**src/design/dedup_string_pool_appender_assert.svh**
```systemverilog
// Assertion macros for the string pool appender.
// Expects clk_i and rst_ni in the scope where a macro is used.
`ifndef DEDUP_STRING_POOL_APPENDER_ASSERT_SVH
`define DEDUP_STRING_POOL_APPENDER_ASSERT_SVH

// Condition and consequence checked at the same rising edge, outside reset.
`define DSPA_ASSERT_NOW(lbl, ante, cons, msg) \
  lbl: assert property (@(posedge clk_i) disable iff (!rst_ni) (ante) |-> (cons)) \
    else $error(msg);

// Consequence checked at the rising edge after the condition.
`define DSPA_ASSERT_NEXT(lbl, ante, cons, msg) \
  lbl: assert property (@(posedge clk_i) disable iff (!rst_ni) (ante) |=> (cons)) \
    else $error(msg);

`endif

```
**src/design/dspa_ram.sv**
```systemverilog
// Generic simple dual-port RAM: one write port, one read port with registered data.
// No dependencies.
`timescale 1ns / 1ps
`default_nettype none

module dspa_ram #(
  parameter int unsigned WIDTH = 8,
  parameter int unsigned DEPTH = 256,
  localparam int unsigned AW = (DEPTH > 1) ? $clog2(DEPTH) : 1
) (
  input  wire logic             clk_i,
  input  wire logic             we_i,
  input  wire logic [AW-1:0]    waddr_i,
  input  wire logic [WIDTH-1:0] wdata_i,
  input  wire logic             re_i,
  input  wire logic [AW-1:0]    raddr_i,
  output logic      [WIDTH-1:0] rdata_o
);

  logic [WIDTH-1:0] mem_q [DEPTH];
  logic [WIDTH-1:0] rdata_q;

  // Write and registered read; a read of the address being written returns old data
  always_ff @(posedge clk_i) begin
    if (we_i) begin
      mem_q[waddr_i] <= wdata_i;
    end
    if (re_i) begin
      rdata_q <= mem_q[raddr_i];
    end
  end

  assign rdata_o = rdata_q;

endmodule

`default_nettype wire

```
**config.mk**
```make
export PLATFORM = sky130hd
export DESIGN_NAME = dspa_ram
export DESIGN_NICKNAME = d
export VERILOG_FILES = /design/src/design/dedup_string_pool_appender_assert.svh /design/src/design/dspa_ram.sv
export SDC_FILE = /design/constraint.sdc
export NUM_CORES = 2
export LEC_CHECK = 0
export BUFFER_PORTS_ARGS = -buffer_cell sky130_fd_sc_hd__buf_2
export CORE_ASPECT_RATIO = 0.7
export CORE_MARGIN = 10
export CORE_UTILIZATION = 49
export DETAILED_ROUTE_END_ITERATION = 8
export GPL_ROUTABILITY_DRIVEN = 0
export PLACE_DENSITY = 0.78
export SETUP_SLACK_MARGIN = 0.3
export SLEW_MARGIN = 10
export SYNTH_ARGS = -nofsm -noshare
export SYNTH_HDL_FRONTEND = slang
export SYNTH_SLANG_ARGS = --single-unit
```
**constraint.sdc**
```tcl
create_clock -name clk_i -period 2.31 [get_ports clk_i]
set_input_delay 0.1155 -clock clk_i [delete_from_list [all_inputs] [get_ports clk_i]]
set_output_delay 0.1155 -clock clk_i [all_outputs]
set_load 0.02 [all_outputs]
```
==> results.ini <==
[outcome]
status = finished, violations left
violations = negative setup slack

[timing]
skew_ns = 0.0280
hold_ws_ns = 0.0569
finalSetupViolations = 5
min_period_ns = 2.49
worst_slack_ns = -0.179
fin_crit_sh_pct = 108
clock.fmax_mhz = 402
max_slew_margin_pct = 44.8
rsz0062_at_grt = yes
drv_slew = 0
hold_viol = 0
worst_pin_slew_ns = 0.828

[synthesis]
syn_area_per_cell_um2 = 21.3
async_flop_share_pct = 0
yosysTopAreaCell = edfxtp_1
synth_seq_cells = 2056
ys_seq_area_share_pct = 77.5
synthSimpleGateAreaFrac_pct = 2.63
synth.area.top_cells = edfxtp_1, mux4_2, mux2i_1
synth_fa_ha_area_share_pct = 0
ys_top_cells_by_count = edfxtp_1, mux4_2, nor2_1
synth_fp_nets = 3760
netlist_area_um2 = 79600
synthFlopType = edfxtp_1
syn_inst = 3733
synth_compound_area_share_pct = 3.42
synth_mux_area_share_pct = 14.6
synth_cell_types = 54
synthXorXnorAreaFrac_pct = 0
yosys.area.top_type_share_pct = 77.5
yosysWarnings = 0
synth_top_family_by_area = multiplexers
synth_edf_count = 2056
yosysMostFrequentCell = edfxtp_1

[routing]
wire_per_inst_um = 31.7
drt_drc_violations_left = 0
route.vias.total = 43368
wl_um = 213000
drtPass1Iterations = 6
drt_iter0_drc = 7423
antenna_left = 0
via_per_inst = 6.45

[clocking]
cts.reportedPaths.clkPinSlew_ns = 0.07
postCtsSetupRepairBufs = 0
cts_made_buffers = 170
cts_tree = built
cts-htree-levels = 4
cts_buffer_depth = 3
clk_latency_ns = 0.80
root_buffer = clkbuf_16
clock-sinks = 2056

[worst_setup_path]
cp-startpoint = mem_q[139][6]
rrSetupSlack_ns = -0.18
r2r_cells = 7
crit_cells = 7
crit_chain = mux4_2, a22oi_1, a21oi_1, buf_4, nor4_4, buf_4, nor4_2
critPathKind = flop to flop
crit_top_cell = buf_4
cp-endpoint = rdata_o[6]
critical_path.top_delay_family = multiplexers
critPathLaunchType = flop
arrival_ns = 3.04
required_ns = 2.86
reg2reg_to = rdata_o[6]
endpoint_kind = flop
cp_slowest_cell = mux4_2
rr_startpoint = mem_q[139][6]
max_stage_delay_ns = 0.55
critPathMaxFanout = 1
worst-path-buf-inv = 2

[floorplanning]
die_y_um = 357
core_region_area_um2 = 161000
die_w_um = 502
start_util_pct = 49.4
io-pin-count = 35
dieArea_um2 = 179000
fp-row-count = 123

[power]
p_leak_nw = 30.4
power_density_nw_per_um2 = 796
irDropWorstVdd_mv = 0.795
power_mw = 74.7

[place]
place_ws_ns = -1.13
dp_hpwl_um = 135000
port_buffers = 34

[min_path]
hold_path_depth = 4
holdCritPathClass = input pin to flop

[final_layout]
drive_gt1_share_pct = 33.7
utilization_pct = 58.3
fin_nets = 4489
syn2layout_area_growth_pct = 17.9

[global_routing]
grt_pass1_vias = 43051
grt_first_pass_wirelength_um = 308000
grt_max_degree = 102
antenna_found_initial = 10
grt_overflow = 0
grt_use_total_pct = 23.5

[flow_run]
drv_cap = 0

worst register-to-register path, delay by kind of cell, from the launching register on:
family / cells / cell delay [ns]
flops: 1 / 0.39
compound gates: 2 / 0.47
mux: 1 / 0.55
buf+inv: 2 / 0.37
simple gates: 2 / 0.46
sequential cells by signal (all words and copies together), names as in the netlist:
name and count:
mem_q 2048, rdata_o 8
layer usage:
metal  up-vias  share of wire [%]  wire length, µm  track usage, %
li1      17145                  -                -               -
met1     22250                 37            78100            33.5
met2      3484                 44            94700            34.5
met3       485                 15            32100            7.26
met4         4                3.8             8080            8.17
met5         -              0.086              184               0
kinds of logic after synthesis:
logic type      count (synthesis)
compound gates                385
buf+inv                       235
flops                        2056
mux                           591
simple gates                  466
what timing repair did:
item                       CTS  global route
setup endpoints to repair    8            10
hold buffers                13             0
pin swaps                   19            20
hold endpoints to repair   433             0
gates resized for setup     56            33
per-stage QoR:
stage               std cells  TNS, ns  instance area (µm²)
floorplan                3733        0                79900
global placement         6402    -5.31                87800
detailed placement       6402    -5.71                87800
CTS                      6718   -0.410                93700
global route             6721   -0.623                93900
finish                   6722   -0.497                93900
worst min-delay path by stage:
stage	startpoint	endpoint	slack, ns
floorplan	wdata_i[0]	mem_q[0][0]	0.21
global placement	re_i	rdata_o[6]	0.55
detailed placement	re_i	rdata_o[0]	0.56
CTS	waddr_i[1]	mem_q[167][3]	0.004
global route	waddr_i[6]	mem_q[214][3]	0.09
finish	waddr_i[1]	mem_q[167][1]	0.06
cell type report:
type                    count  area, µm²
diodes                      4       10.0
clock buffers             205       4490
clock inverters            98        921
fillers                 10772      67200
inverters                   2       7.51
multi-input cells        1442      17100
flip-flops and latches   2056      61700
well taps                2125       2660
repair buffers            790       7000
where the power goes:
part / leakage, nW / switching [mW] / internal, mW / total, mW
logic: 9.26 / 2.82 / 1.86 / 4.68
clock network: 2.65 / 13.2 / 15.7 / 28.9
registers: 18.5 / 0.0525 / 41.1 / 41.2
layout by cell type, fill, tap and decap left out, types with 28 or more instances in the layout:
cell / Yosys / final
a21oi_1: 96 / 96
a22oi_1: 133 / 131
buf_12: 8 / 81
buf_4: 27 / 660
clkbuf_1: 111 / 30
clkbuf_16: 0 / 175
clkinv_1: 1 / 38
clkinv_2: 0 / 33
edfxtp_1: 2056 / 2056
mux2i_1: 134 / 134
mux4_2: 454 / 454
nand2_1: 33 / 33
nand3_1: 34 / 34
nor2_1: 282 / 273
o221ai_1: 46 / 44
o22ai_1: 28 / 28
Power figures use the tool's default switching activity.
